## src/rtl/core/assert_macros.svh

```systemverilog
// ---------------------------------------------------------------------------
// Assertion macros
// Shared concurrent assertion forms for the hue rotation core.
// ---------------------------------------------------------------------------
`ifndef ASSERT_MACROS_SVH
`define ASSERT_MACROS_SVH

// Same-cycle implication, disabled while reset is active.
`define RHR_ASSERT_IMP(lbl, clk, rst_n, ante, cons) \
	lbl: assert property (@(posedge clk) disable iff (!rst_n) (ante) |-> (cons)) \
		else $error("implication check failed");

// Delayed implication: the consequent must hold after the delay given by n.
`define RHR_ASSERT_DLY(lbl, clk, rst_n, ante, n, cons) \
	lbl: assert property (@(posedge clk) disable iff (!rst_n) (ante) |-> ##n (cons)) \
		else $error("delayed implication check failed");

`endif

```

## src/rtl/core/rhr_pkg.sv

```systemverilog
// ---------------------------------------------------------------------------
// rhr_pkg
// Types and constants shared by the hue rotation pipeline.
// ---------------------------------------------------------------------------
package rhr_pkg;

	localparam int HUE_FRAC_BITS_DEF = 6;

	localparam int CH_W      = 8;   // one color channel
	localparam int OFS_W     = 16;  // signed hue offset in degrees
	localparam int HUE_INT_W = 9;   // whole degrees, below 360
	localparam int NUM_W     = 11;  // hue numerator, below 6*255
	localparam int NUM60_W   = 17;  // numerator times 60, below 360*255

	// Offset reduction: bias to positive, then multiply by 2^25/360.
	localparam int XOFS_W    = 17;
	localparam int DEG_BIAS  = 33120;   // 92 * 360
	localparam int DEG_RECIP = 93207;   // ceil(2^25 / 360)
	localparam int DEG_SHIFT = 25;
	localparam int DEG_PROD_W = 34;
	localparam int DEG_Q_W   = 9;
	localparam int DEG_FULL  = 360;

	// Division by 60 of the scaled product: multiply by 2^20/60.
	localparam int Y_W       = 14;
	localparam int SEC_RECIP = 17477;   // ceil(2^20 / 60)
	localparam int SEC_SHIFT = 20;
	localparam int SEC_PROD_W = 29;
	localparam int SEC_DEG   = 60;

	localparam int DIV_BITS_PER_STG = 3;

	typedef struct packed {
		logic [CH_W-1:0]         red_in;
		logic [CH_W-1:0]         green_in;
		logic [CH_W-1:0]         blue_in;
		logic signed [OFS_W-1:0] hue_offset;
	} pix_in_t;

	typedef struct packed {
		logic [CH_W-1:0] red_out;
		logic [CH_W-1:0] green_out;
		logic [CH_W-1:0] blue_out;
	} pix_out_t;

	// Per-pixel data that rides alongside the hue division.
	typedef struct packed {
		logic [CH_W-1:0]      red;
		logic [CH_W-1:0]      green;
		logic [CH_W-1:0]      blue;
		logic [CH_W-1:0]      mx;
		logic [CH_W-1:0]      mn;
		logic [CH_W-1:0]      dl;
		logic [HUE_INT_W-1:0] dm;
		logic                 grey;
	} side_t;

endpackage

```

## src/rtl/core/rhr_front.sv

```systemverilog
// ---------------------------------------------------------------------------
// rhr_front
// Max/min, hue numerator and offset reduction, three register stages.
// ---------------------------------------------------------------------------
module rhr_front
	import rhr_pkg::*;
#(
	parameter int HUE_FRAC_BITS = HUE_FRAC_BITS_DEF,
	localparam int DVD_W = NUM60_W + HUE_FRAC_BITS
) (
	input  logic             clk,
	input  logic             arst_n,
	input  logic             in_valid,
	input  pix_in_t          pix,
	output logic             out_valid,
	output side_t            side,
	output logic [DVD_W-1:0] dvd
);

	logic                 valid_s1, valid_s2, valid_s3;
	logic [CH_W-1:0]      r_s1, g_s1, b_s1, mx_s1, mn_s1, dl_s1;
	logic [NUM_W-1:0]     num_s1;
	logic [XOFS_W-1:0]    x_s1;
	logic [CH_W-1:0]      r_s2, g_s2, b_s2, mx_s2, mn_s2, dl_s2;
	logic [XOFS_W-1:0]    x_s2;
	logic [DEG_Q_W-1:0]   qd_s2;
	logic [DVD_W-1:0]     dvd_s2;
	side_t                side_s3;
	logic [DVD_W-1:0]     dvd_s3;

	logic [CH_W-1:0]      mx_c, mn_c;
	logic [NUM_W+0:0]     num_c;
	logic [DEG_PROD_W-1:0] degp_c;
	logic [NUM60_W-1:0]   num60_c;
	logic [XOFS_W-1:0]    dmx_c;

	// Stage 1: extremes and sector numerator.
	always_comb begin
		logic [NUM_W:0] dl12;
		dl12 = '0;
		mx_c = pix.red_in;
		mn_c = pix.red_in;
		if (pix.green_in > mx_c) mx_c = pix.green_in;
		if (pix.blue_in  > mx_c) mx_c = pix.blue_in;
		if (pix.green_in < mn_c) mn_c = pix.green_in;
		if (pix.blue_in  < mn_c) mn_c = pix.blue_in;
		dl12 = (NUM_W+1)'(mx_c - mn_c);
		if (pix.red_in == mx_c) begin
			if (pix.green_in >= pix.blue_in) begin
				num_c = (NUM_W+1)'(pix.green_in) - (NUM_W+1)'(pix.blue_in);
			end else begin
				num_c = dl12 * (NUM_W+1)'(6) - (NUM_W+1)'(pix.blue_in)
					+ (NUM_W+1)'(pix.green_in);
			end
		end else if (pix.green_in == mx_c) begin
			num_c = {dl12[NUM_W-1:0], 1'b0} + (NUM_W+1)'(pix.blue_in)
				- (NUM_W+1)'(pix.red_in);
		end else begin
			num_c = {dl12[NUM_W-2:0], 2'b00} + (NUM_W+1)'(pix.red_in)
				- (NUM_W+1)'(pix.green_in);
		end
	end

	// Stage 2: reciprocal multiply for the offset, numerator times 60.
	assign degp_c  = DEG_PROD_W'(x_s1) * DEG_PROD_W'(DEG_RECIP);
	assign num60_c = NUM60_W'(num_s1) * NUM60_W'(SEC_DEG);

	// Stage 3: remainder of the biased offset.
	assign dmx_c = x_s2 - XOFS_W'(qd_s2) * XOFS_W'(DEG_FULL);

	always_ff @(posedge clk or negedge arst_n) begin
		if (!arst_n) begin
			valid_s1 <= 1'b0;
			valid_s2 <= 1'b0;
			valid_s3 <= 1'b0;
		end else begin
			valid_s1 <= in_valid;
			valid_s2 <= valid_s1;
			valid_s3 <= valid_s2;
		end
	end

	always_ff @(posedge clk) begin
		r_s1   <= pix.red_in;
		g_s1   <= pix.green_in;
		b_s1   <= pix.blue_in;
		mx_s1  <= mx_c;
		mn_s1  <= mn_c;
		dl_s1  <= mx_c - mn_c;
		num_s1 <= num_c[NUM_W-1:0];
		x_s1   <= {pix.hue_offset[OFS_W-1], pix.hue_offset} + XOFS_W'(DEG_BIAS);

		r_s2   <= r_s1;
		g_s2   <= g_s1;
		b_s2   <= b_s1;
		mx_s2  <= mx_s1;
		mn_s2  <= mn_s1;
		dl_s2  <= dl_s1;
		x_s2   <= x_s1;
		qd_s2  <= degp_c[DEG_SHIFT+DEG_Q_W-1:DEG_SHIFT];
		dvd_s2 <= {num60_c, {HUE_FRAC_BITS{1'b0}}};

		side_s3.red   <= r_s2;
		side_s3.green <= g_s2;
		side_s3.blue  <= b_s2;
		side_s3.mx    <= mx_s2;
		side_s3.mn    <= mn_s2;
		side_s3.dl    <= dl_s2;
		side_s3.dm    <= dmx_c[HUE_INT_W-1:0];
		side_s3.grey  <= (dl_s2 == '0);
		dvd_s3        <= dvd_s2;
	end

	assign out_valid = valid_s3;
	assign side      = side_s3;
	assign dvd       = dvd_s3;

endmodule

```

## src/rtl/core/rhr_div.sv

```systemverilog
// ---------------------------------------------------------------------------
// rhr_div
// Pipelined restoring divider: hue numerator over delta, three quotient bits a stage.
// ---------------------------------------------------------------------------
module rhr_div
	import rhr_pkg::*;
#(
	parameter int HUE_FRAC_BITS = HUE_FRAC_BITS_DEF,
	localparam int QW    = HUE_INT_W + HUE_FRAC_BITS,
	localparam int DVD_W = QW + CH_W
) (
	input  logic             clk,
	input  logic             arst_n,
	input  logic             in_valid,
	input  side_t            in_side,
	input  logic [DVD_W-1:0] dvd,
	output logic             out_valid,
	output side_t            out_side,
	output logic [QW-1:0]    quo
);

	localparam int BPS = DIV_BITS_PER_STG;
	localparam int NST = (QW + BPS - 1) / BPS;

	logic            vld_s  [NST];
	side_t           side_s [NST];
	logic [CH_W-1:0] rem_s  [NST];
	logic [QW-1:0]   low_s  [NST];
	logic [QW-1:0]   quo_s  [NST];

	genvar k;
	for (k = 0; k < NST; k++) begin : g_stg
		logic            v_i;
		side_t           sd_i;
		logic [CH_W-1:0] r_i, r_o;
		logic [QW-1:0]   l_i, l_o, q_i, q_o;

		if (k == 0) begin : g_head
			assign v_i  = in_valid;
			assign sd_i = in_side;
			// The upper byte is already below delta since the quotient fits QW bits.
			assign r_i  = dvd[DVD_W-1:QW];
			assign l_i  = dvd[QW-1:0];
			assign q_i  = '0;
		end else begin : g_body
			assign v_i  = vld_s[k-1];
			assign sd_i = side_s[k-1];
			assign r_i  = rem_s[k-1];
			assign l_i  = low_s[k-1];
			assign q_i  = quo_s[k-1];
		end

		always_comb begin
			logic [CH_W:0] trial;
			trial = '0;
			r_o   = r_i;
			l_o   = l_i;
			q_o   = q_i;
			for (int b = 0; b < BPS; b++) begin
				if (k * BPS + b < QW) begin
					trial = {r_o, l_o[QW-1]};
					l_o   = {l_o[QW-2:0], 1'b0};
					if (trial >= {1'b0, sd_i.dl}) begin
						r_o = CH_W'(trial - {1'b0, sd_i.dl});
						q_o = {q_o[QW-2:0], 1'b1};
					end else begin
						r_o = trial[CH_W-1:0];
						q_o = {q_o[QW-2:0], 1'b0};
					end
				end
			end
		end

		always_ff @(posedge clk or negedge arst_n) begin
			if (!arst_n) begin
				vld_s[k] <= 1'b0;
			end else begin
				vld_s[k] <= v_i;
			end
		end

		always_ff @(posedge clk) begin
			side_s[k] <= sd_i;
			rem_s[k]  <= r_o;
			low_s[k]  <= l_o;
			quo_s[k]  <= q_o;
		end
	end

	assign out_valid = vld_s[NST-1];
	assign out_side  = side_s[NST-1];
	assign quo       = quo_s[NST-1];

endmodule

```

## src/rtl/core/rhr_back.sv

```systemverilog
// ---------------------------------------------------------------------------
// rhr_back
// Rotate the hue, split sector and fraction, interpolate and rebuild RGB.
// ---------------------------------------------------------------------------
module rhr_back
	import rhr_pkg::*;
#(
	parameter int HUE_FRAC_BITS = HUE_FRAC_BITS_DEF,
	localparam int QW = HUE_INT_W + HUE_FRAC_BITS
) (
	input  logic          clk,
	input  logic          arst_n,
	input  logic          in_valid,
	input  side_t         side,
	input  logic [QW-1:0] quo,
	output logic          out_valid,
	output pix_out_t      result
);

	localparam int F      = HUE_FRAC_BITS;
	localparam int FULL   = DEG_FULL << F;
	localparam int FHI_W  = 6;
	localparam int FRAC_W = FHI_W + F;
	localparam int PROD_W = CH_W + FRAC_W;

	logic                 vld_s1, vld_s2, vld_s3, vld_s4, vld_s5;
	side_t                side_s1, side_s2, side_s3, side_s4;
	logic [QW-1:0]        rot_s1;
	logic [2:0]           sec_s2, sec_s3, sec_s4;
	logic [FRAC_W-1:0]    frac_s2;
	logic [PROD_W-1:0]    prod_s3;
	logic [CH_W-1:0]      down_s4;
	logic [Y_W-1:0]       y_s4;
	logic                 lo_nz_s4;
	pix_out_t             result_s5;

	logic [QW:0]          sum_c;
	logic [QW-1:0]        rot_c;
	logic [HUE_INT_W-1:0] hi_c;
	logic [2:0]           sec_c;
	logic [HUE_INT_W-1:0] fhi_c;
	logic [Y_W-1:0]       y_c;
	logic [SEC_PROD_W-1:0] ym_c;
	logic [Y_W-1:0]       down60_c;
	logic [CH_W-1:0]      up_c, q_c, t_c;
	pix_out_t             pix_c;

	// Stage 1: add the offset and wrap once at the full circle.
	always_comb begin
		sum_c = {1'b0, quo} + {1'b0, side.dm, {F{1'b0}}};
		if (sum_c >= (QW+1)'(FULL)) begin
			rot_c = QW'(sum_c - (QW+1)'(FULL));
		end else begin
			rot_c = sum_c[QW-1:0];
		end
	end

	// Stage 2: sector from whole degrees, fraction keeps the low bits.
	always_comb begin
		hi_c  = rot_s1[QW-1:F];
		sec_c = '0;
		for (int i = 1; i < 6; i++) begin
			if (hi_c >= HUE_INT_W'(i * SEC_DEG)) sec_c = sec_c + 3'd1;
		end
		fhi_c = hi_c - HUE_INT_W'(sec_c) * HUE_INT_W'(SEC_DEG);
	end

	// Stage 4: divide the scaled product by 60 through its reciprocal.
	assign y_c  = prod_s3[PROD_W-1:F];
	assign ym_c = SEC_PROD_W'(y_c) * SEC_PROD_W'(SEC_RECIP);

	// Stage 5: round up where the division was inexact, then pick channels.
	always_comb begin
		down60_c = Y_W'(down_s4) * Y_W'(SEC_DEG);
		up_c     = down_s4 + ((y_s4 == down60_c && !lo_nz_s4) ? CH_W'(0) : CH_W'(1));
		q_c      = side_s4.mx - up_c;
		t_c      = side_s4.mn + down_s4;
		case (sec_s4)
			3'd0: pix_c = '{side_s4.mx, t_c, side_s4.mn};
			3'd1: pix_c = '{q_c, side_s4.mx, side_s4.mn};
			3'd2: pix_c = '{side_s4.mn, side_s4.mx, t_c};
			3'd3: pix_c = '{side_s4.mn, q_c, side_s4.mx};
			3'd4: pix_c = '{t_c, side_s4.mn, side_s4.mx};
			default: pix_c = '{side_s4.mx, side_s4.mn, q_c};
		endcase
		if (side_s4.grey) begin
			pix_c = '{side_s4.red, side_s4.green, side_s4.blue};
		end
	end

	always_ff @(posedge clk or negedge arst_n) begin
		if (!arst_n) begin
			vld_s1 <= 1'b0;
			vld_s2 <= 1'b0;
			vld_s3 <= 1'b0;
			vld_s4 <= 1'b0;
			vld_s5 <= 1'b0;
		end else begin
			vld_s1 <= in_valid;
			vld_s2 <= vld_s1;
			vld_s3 <= vld_s2;
			vld_s4 <= vld_s3;
			vld_s5 <= vld_s4;
		end
	end

	always_ff @(posedge clk) begin
		side_s1  <= side;
		rot_s1   <= rot_c;

		side_s2  <= side_s1;
		sec_s2   <= sec_c;
		frac_s2  <= {fhi_c[FHI_W-1:0], rot_s1[F-1:0]};

		side_s3  <= side_s2;
		sec_s3   <= sec_s2;
		prod_s3  <= PROD_W'(side_s2.dl) * PROD_W'(frac_s2);

		side_s4  <= side_s3;
		sec_s4   <= sec_s3;
		down_s4  <= ym_c[SEC_SHIFT+CH_W-1:SEC_SHIFT];
		y_s4     <= y_c;
		lo_nz_s4 <= |prod_s3[F-1:0];

		result_s5 <= pix_c;
	end

	assign out_valid = vld_s5;
	assign result    = result_s5;

endmodule

```

## src/rtl/core/rgb_hue_rotation_top.sv

```systemverilog
// ---------------------------------------------------------------------------
// rgb_hue_rotation_top
// HSV hue rotation of 8-bit RGB pixels, fully pipelined.
// ---------------------------------------------------------------------------
// Usage:
//   Input beat: drive pixel (three channels and a signed hue offset in whole
//   degrees) and raise start. The beat is taken at a rising edge where start
//   is high and busy is low. busy never rises, so a new pixel can be taken on
//   every clock.
//   Result beat: done is high for exactly one cycle while result holds the
//   rotated pixel. The receiver cannot hold results off, so there is no stall
//   path; results leave in the order pixels came in.
//   Path: a beat crosses the front end, the hue divider, which resolves
//   three quotient bits per stage, and the back end, with no stall between.
//   Throughput is one pixel per clock.
//   Grey pixels (all channels equal) leave unchanged whatever the offset.
//   Reset clears only the valid bits; the pipeline is empty afterward and
//   done stays low until a beat has crossed all stages.
// ---------------------------------------------------------------------------
`include "assert_macros.svh"

module rgb_hue_rotation_top
	import rhr_pkg::*;
#(
	parameter int HUE_FRAC_BITS = HUE_FRAC_BITS_DEF
) (
	input  logic     clk,
	input  logic     arst_n,
	input  logic     start,
	output logic     busy,
	input  pix_in_t  pixel,
	output logic     done,
	output pix_out_t result
);

	localparam int QW    = HUE_INT_W + HUE_FRAC_BITS;
	localparam int DVD_W = QW + CH_W;
	localparam int NST   = (QW + DIV_BITS_PER_STG - 1) / DIV_BITS_PER_STG;
	localparam int LAT   = 3 + NST + 5;

	logic             accept;
	logic             front_vld, div_vld;
	side_t            front_side, div_side;
	logic [DVD_W-1:0] dvd;
	logic [QW-1:0]    quo;
	logic             grey_in;

	// No stage ever waits, so the pipeline is always free to take a beat.
	assign busy   = 1'b0;
	assign accept = start && !busy;

	// Front end: extremes, numerator, offset reduced to 0..359.
	rhr_front #(
		.HUE_FRAC_BITS(HUE_FRAC_BITS)
	) u_front (
		.clk       (clk),
		.arst_n    (arst_n),
		.in_valid  (accept),
		.pix       (pixel),
		.out_valid (front_vld),
		.side      (front_side),
		.dvd       (dvd)
	);

	// Hue divider: numerator * 60 * 2^F over delta.
	rhr_div #(
		.HUE_FRAC_BITS(HUE_FRAC_BITS)
	) u_div (
		.clk       (clk),
		.arst_n    (arst_n),
		.in_valid  (front_vld),
		.in_side   (front_side),
		.dvd       (dvd),
		.out_valid (div_vld),
		.out_side  (div_side),
		.quo       (quo)
	);

	// Back end: rotate, split into sector and fraction, rebuild the pixel.
	rhr_back #(
		.HUE_FRAC_BITS(HUE_FRAC_BITS)
	) u_back (
		.clk       (clk),
		.arst_n    (arst_n),
		.in_valid  (div_vld),
		.side      (div_side),
		.quo       (quo),
		.out_valid (done),
		.result    (result)
	);

	assign grey_in = (pixel.red_in == pixel.green_in) && (pixel.green_in == pixel.blue_in);

	// Every accepted beat leaves as a done pulse.
	`RHR_ASSERT_DLY(a_lat_fwd, clk, arst_n, accept, LAT, done)
	// No result without a matching accepted beat.
	`RHR_ASSERT_IMP(a_lat_back, clk, arst_n, done, $past(accept, LAT))
	// A grey pixel leaves as it came in.
	`RHR_ASSERT_IMP(a_grey_pass, clk, arst_n, done && $past(accept && grey_in, LAT),
		result.red_out == $past(pixel.red_in, LAT) && result.green_out == $past(pixel.green_in, LAT) && result.blue_out == $past(pixel.blue_in, LAT))

endmodule
```

## config.mk

```make
export PLATFORM = sky130hd
export DESIGN_NAME = rgb_hue_rotation_top
export DESIGN_NICKNAME = d
export VERILOG_FILES = /design/src/rtl/core/rhr_pkg.sv /design/src/rtl/core/rhr_front.sv /design/src/rtl/core/rhr_div.sv /design/src/rtl/core/rhr_back.sv /design/src/rtl/core/rgb_hue_rotation_top.sv
export VERILOG_INCLUDE_DIRS = /design/src /design/src/rtl/core
export SDC_FILE = /design/constraint.sdc
export NUM_CORES = 2
export LEC_CHECK = 0
export BUFFER_PORTS_ARGS = -buffer_cell sky130_fd_sc_hd__buf_4
export CAP_MARGIN = 20
export CELL_PAD_IN_SITES_DETAIL_PLACEMENT = 1
export CELL_PAD_IN_SITES_GLOBAL_PLACEMENT = 1
export CORE_ASPECT_RATIO = 1.1
export CORE_MARGIN = 2
export CORE_UTILIZATION = 51
export DETAILED_ROUTE_END_ITERATION = 10
export PLACE_DENSITY_LB_ADDON = 0.1
export SYNTH_ARGS = -nofsm -noshare
export SYNTH_HDL_FRONTEND = slang
export SYNTH_SLANG_ARGS = --single-unit
```

## constraint.sdc

```tcl
create_clock -name clk -period 10.33 [get_ports clk]
set_input_delay 3.099 -clock clk [delete_from_list [all_inputs] [get_ports clk]]
set_output_delay 3.099 -clock clk [all_outputs]
set_load 0.005 [all_outputs]
```

==> metrics.csv <==
metric,value,unit
ys_types,73,
rows,109,
drt-total-wl,96.1,mm
final.period_utilization,0.938,
report.final.setup_viol,0,
placed_cells,4824,
clock_latency,660,ps
nNetsFinal,4663,
gp_congestion,0.907,
layout_common_cells,"dfxtp_1 (882), ha_1 (518), inv_1 (504)",
cpMaxStageDelayCell,fa_1,
drtIter0Drc,852,
slew_viol_final,0,
wl_per_cell,19.3,um
synth_area_per_cell,11.2,sq um
antenna_found_initial,5,
grt_pass1_vias,29600,
syn_inst,3669,
cts-root-buf,clkbuf_16,
fin_area,46300,sq um
path_common_cell,ha_1,
grt_pass1_wl,157,mm
start_util,0.513,
synth-edff-count,0,
layout-drive-gt1-share,0.0980,
clkTransAtPathRegs,60,ps
layout.cells.non_filler,4984,
async_flop_share,0.0145,
fin_crit,9690,ps
cp-start-kind,primary input,
utilization,0.578,
synth-seq-cells,895,
core_area,80100,sq um
cts_made_buffers,86,
r2r.worst_path.cells,37,
cts_hold_buf,0,
clock.fmax,103,MHz
overflow,0,
finClkSkew,43.2,ps
ios,69,
slew_headroom,0.362,
worstSetupEndpointType,flip-flop,
via_count,25700,
synthFlopType,dfxtp_1,
dr.pass1.iters,7,
grt_use_total,0.240,
critPathKind,in -> reg,
grt_max_degree,55,
cts_buffer_depth,3,
min_path_cells,0,
status,"finished, final reports clean",
cp_slowest_stage_delay,440,ps
die_h,302,um
crit_path_max_fanout,10,
place_hpwl,74.2,mm
yosys_warnings,0,
layout_commonest_cell,dfxtp_1,
hp-class,reg -> reg,
cts_tree,done,
ys_seq_area_frac,0.438,
dieArea,82900,sq um
htreeDepth,3,
cap_viol_max_count,0,
cts.sinks,895,
vias_per_cell,5.15,
synth_fp_nets,4473,
detail-route-antenna-nets,0,
die_w,275,um
drc,0,
arrival,10200,ps
syn_to_final_growth,12.6,%
portBuffers,67,
rsz0062_at_grt,no,
netlist_area,41100,sq um
postPlaceCellArea,43400,sq um
finalHoldViolCount,0,
tns,0,ps
worst_slew_pin_slew,957,ps
required,10850,ps
-- per-layer routing --
layer	track usage	vias up	wire (um)
li1	-	12400	-
met4	0.0877	2	3000
met2	0.443	313	49900
met1	0.286	12700	40500
met5	0	-	17
met3	0.0285	158	2590
-- per-stage QoR --
stage / hold WS [ps] / setup slack [ps]
detailed placement: 313 / -160
global route: 305 / 6.94
finish: 292 / 643
global placement: 310 / 31.5
floorplan: 310 / 44.8
CTS: 290 / 519
-- what timing repair did --
item | 4_1_cts | 5_1_grt
setup buffers | 0 | 1
setup endpoints to repair | 0 | 2
gates resized for setup | 0 | 2
-- final timing paths --
| check | from | to | slack, ps |
|---|---|---|---|
| max | pixel[25] | u_front.num_s1[10]$_DFF_P_ | 640 |
| min | u_div.side_s[0][26]$_DFF_P_ | u_div.side_s[0][84]$_DFF_P_ | 290 |
| max reg2reg | u_div.side_s[0][11]$_DFF_P_ | u_div.rem_s[0][15]$_DFF_P_ | 1310 |
| min reg2reg | u_div.side_s[0][26]$_DFF_P_ | u_div.side_s[0][84]$_DFF_P_ | 290 |
| max in group asynchronous | arst_n | u_back.vld_s1$_DFF_PN0_ | 7880 |
| min in group asynchronous | arst_n | u_front.valid_s1$_DFF_PN0_ | 2300 |
-- layout make-up --
class | count | area [sq um]
fillers | 8301 | 33800
multi-input cells | 2220 | 21000
flip-flops and latches | 895 | 18000
clock buffers | 122 | 2460
inverters | 505 | 1900
well taps | 1054 | 1320
repair buffers | 151 | 1150
clock inverters | 36 | 438
diodes | 1 | 2.50
-- synthesized netlist by cell type, types with 7 or more instances --
library cell | number | area share
ha_1 | 518 | 0.16
a211oi_1 | 13 | 0.0024
mux2i_1 | 44 | 0.011
a21o_1 | 92 | 0.017
nand2b_1 | 33 | 0.0050
fa_1 | 243 | 0.12
inv_1 | 504 | 0.046
nand2_1 | 177 | 0.016
o21ai_0 | 123 | 0.015
o211a_1 | 7 | 0.0017
nor3_1 | 15 | 0.0018
o21a_1 | 22 | 0.0040
and2_1 | 57 | 0.0087
xnor2_1 | 179 | 0.038
nand4_1 | 23 | 0.0035
dfrtp_1 | 13 | 0.0079
a21boi_0 | 18 | 0.0033
mux2_2 | 77 | 0.021
or4_1 | 8 | 0.0015
o21bai_1 | 32 | 0.0058
clkbuf_1 | 39 | 0.0036
o211ai_1 | 10 | 0.0018
a31oi_1 | 12 | 0.0018
dfxtp_1 | 882 | 0.43
nor2b_1 | 38 | 0.0058
nor2_1 | 115 | 0.011
a221oi_1 | 7 | 0.0015
o31ai_1 | 14 | 0.0026
and3_1 | 11 | 0.0017
nand3_1 | 28 | 0.0034
xor2_1 | 59 | 0.013
a21oi_1 | 161 | 0.020
-- sequential cells by signal, indices dropped and copies added (netlist names), 9 cells and up --
register        flops
u_front.side       58
u_div.quo_s        45
u_back.result      24
u_front.x_s2        9
u_div.rem_s        32
u_back.prod_s3     20
u_div.side_s      290
u_back.side_s2     49
u_back.y_s4        14
u_front.dvd_s2     15
u_back.side_s4     41
u_back.frac_s2     12
u_back.side_s1     49
u_front.num_s1     11
u_front.dvd        15
u_back.rot_s1      15
u_back.side_s3     41
u_front.x_s1       17
-- worst max-delay path, delay by kind of cell --
| kind | cells | cell delay (ps) |
|---|---|---|
| buffers and inverters | 6 | 620 |
| XOR/XNOR | 2 | 450 |
| adder cells (fa/ha/maj) | 7 | 2070 |
| AO/OA/AOI/OAI | 18 | 3070 |
| multiplexers | 1 | 260 |
| AND/OR/NAND/NOR | 6 | 590 |
-- cells by family after synthesis --
logic type	count (synthesis)	synth area share
compound gates	561	0.0874
xor+xnor	239	0.0511
fa+ha+maj	762	0.276
buf+inv	554	0.0512
flops	895	0.438
mux	122	0.0322
other cells	1	0.0000912
simple gates	535	0.0642
Power is left out: the tool's default activity adds up to more than one toggle a clock period on the data nets, which glitch-free logic cannot reach.
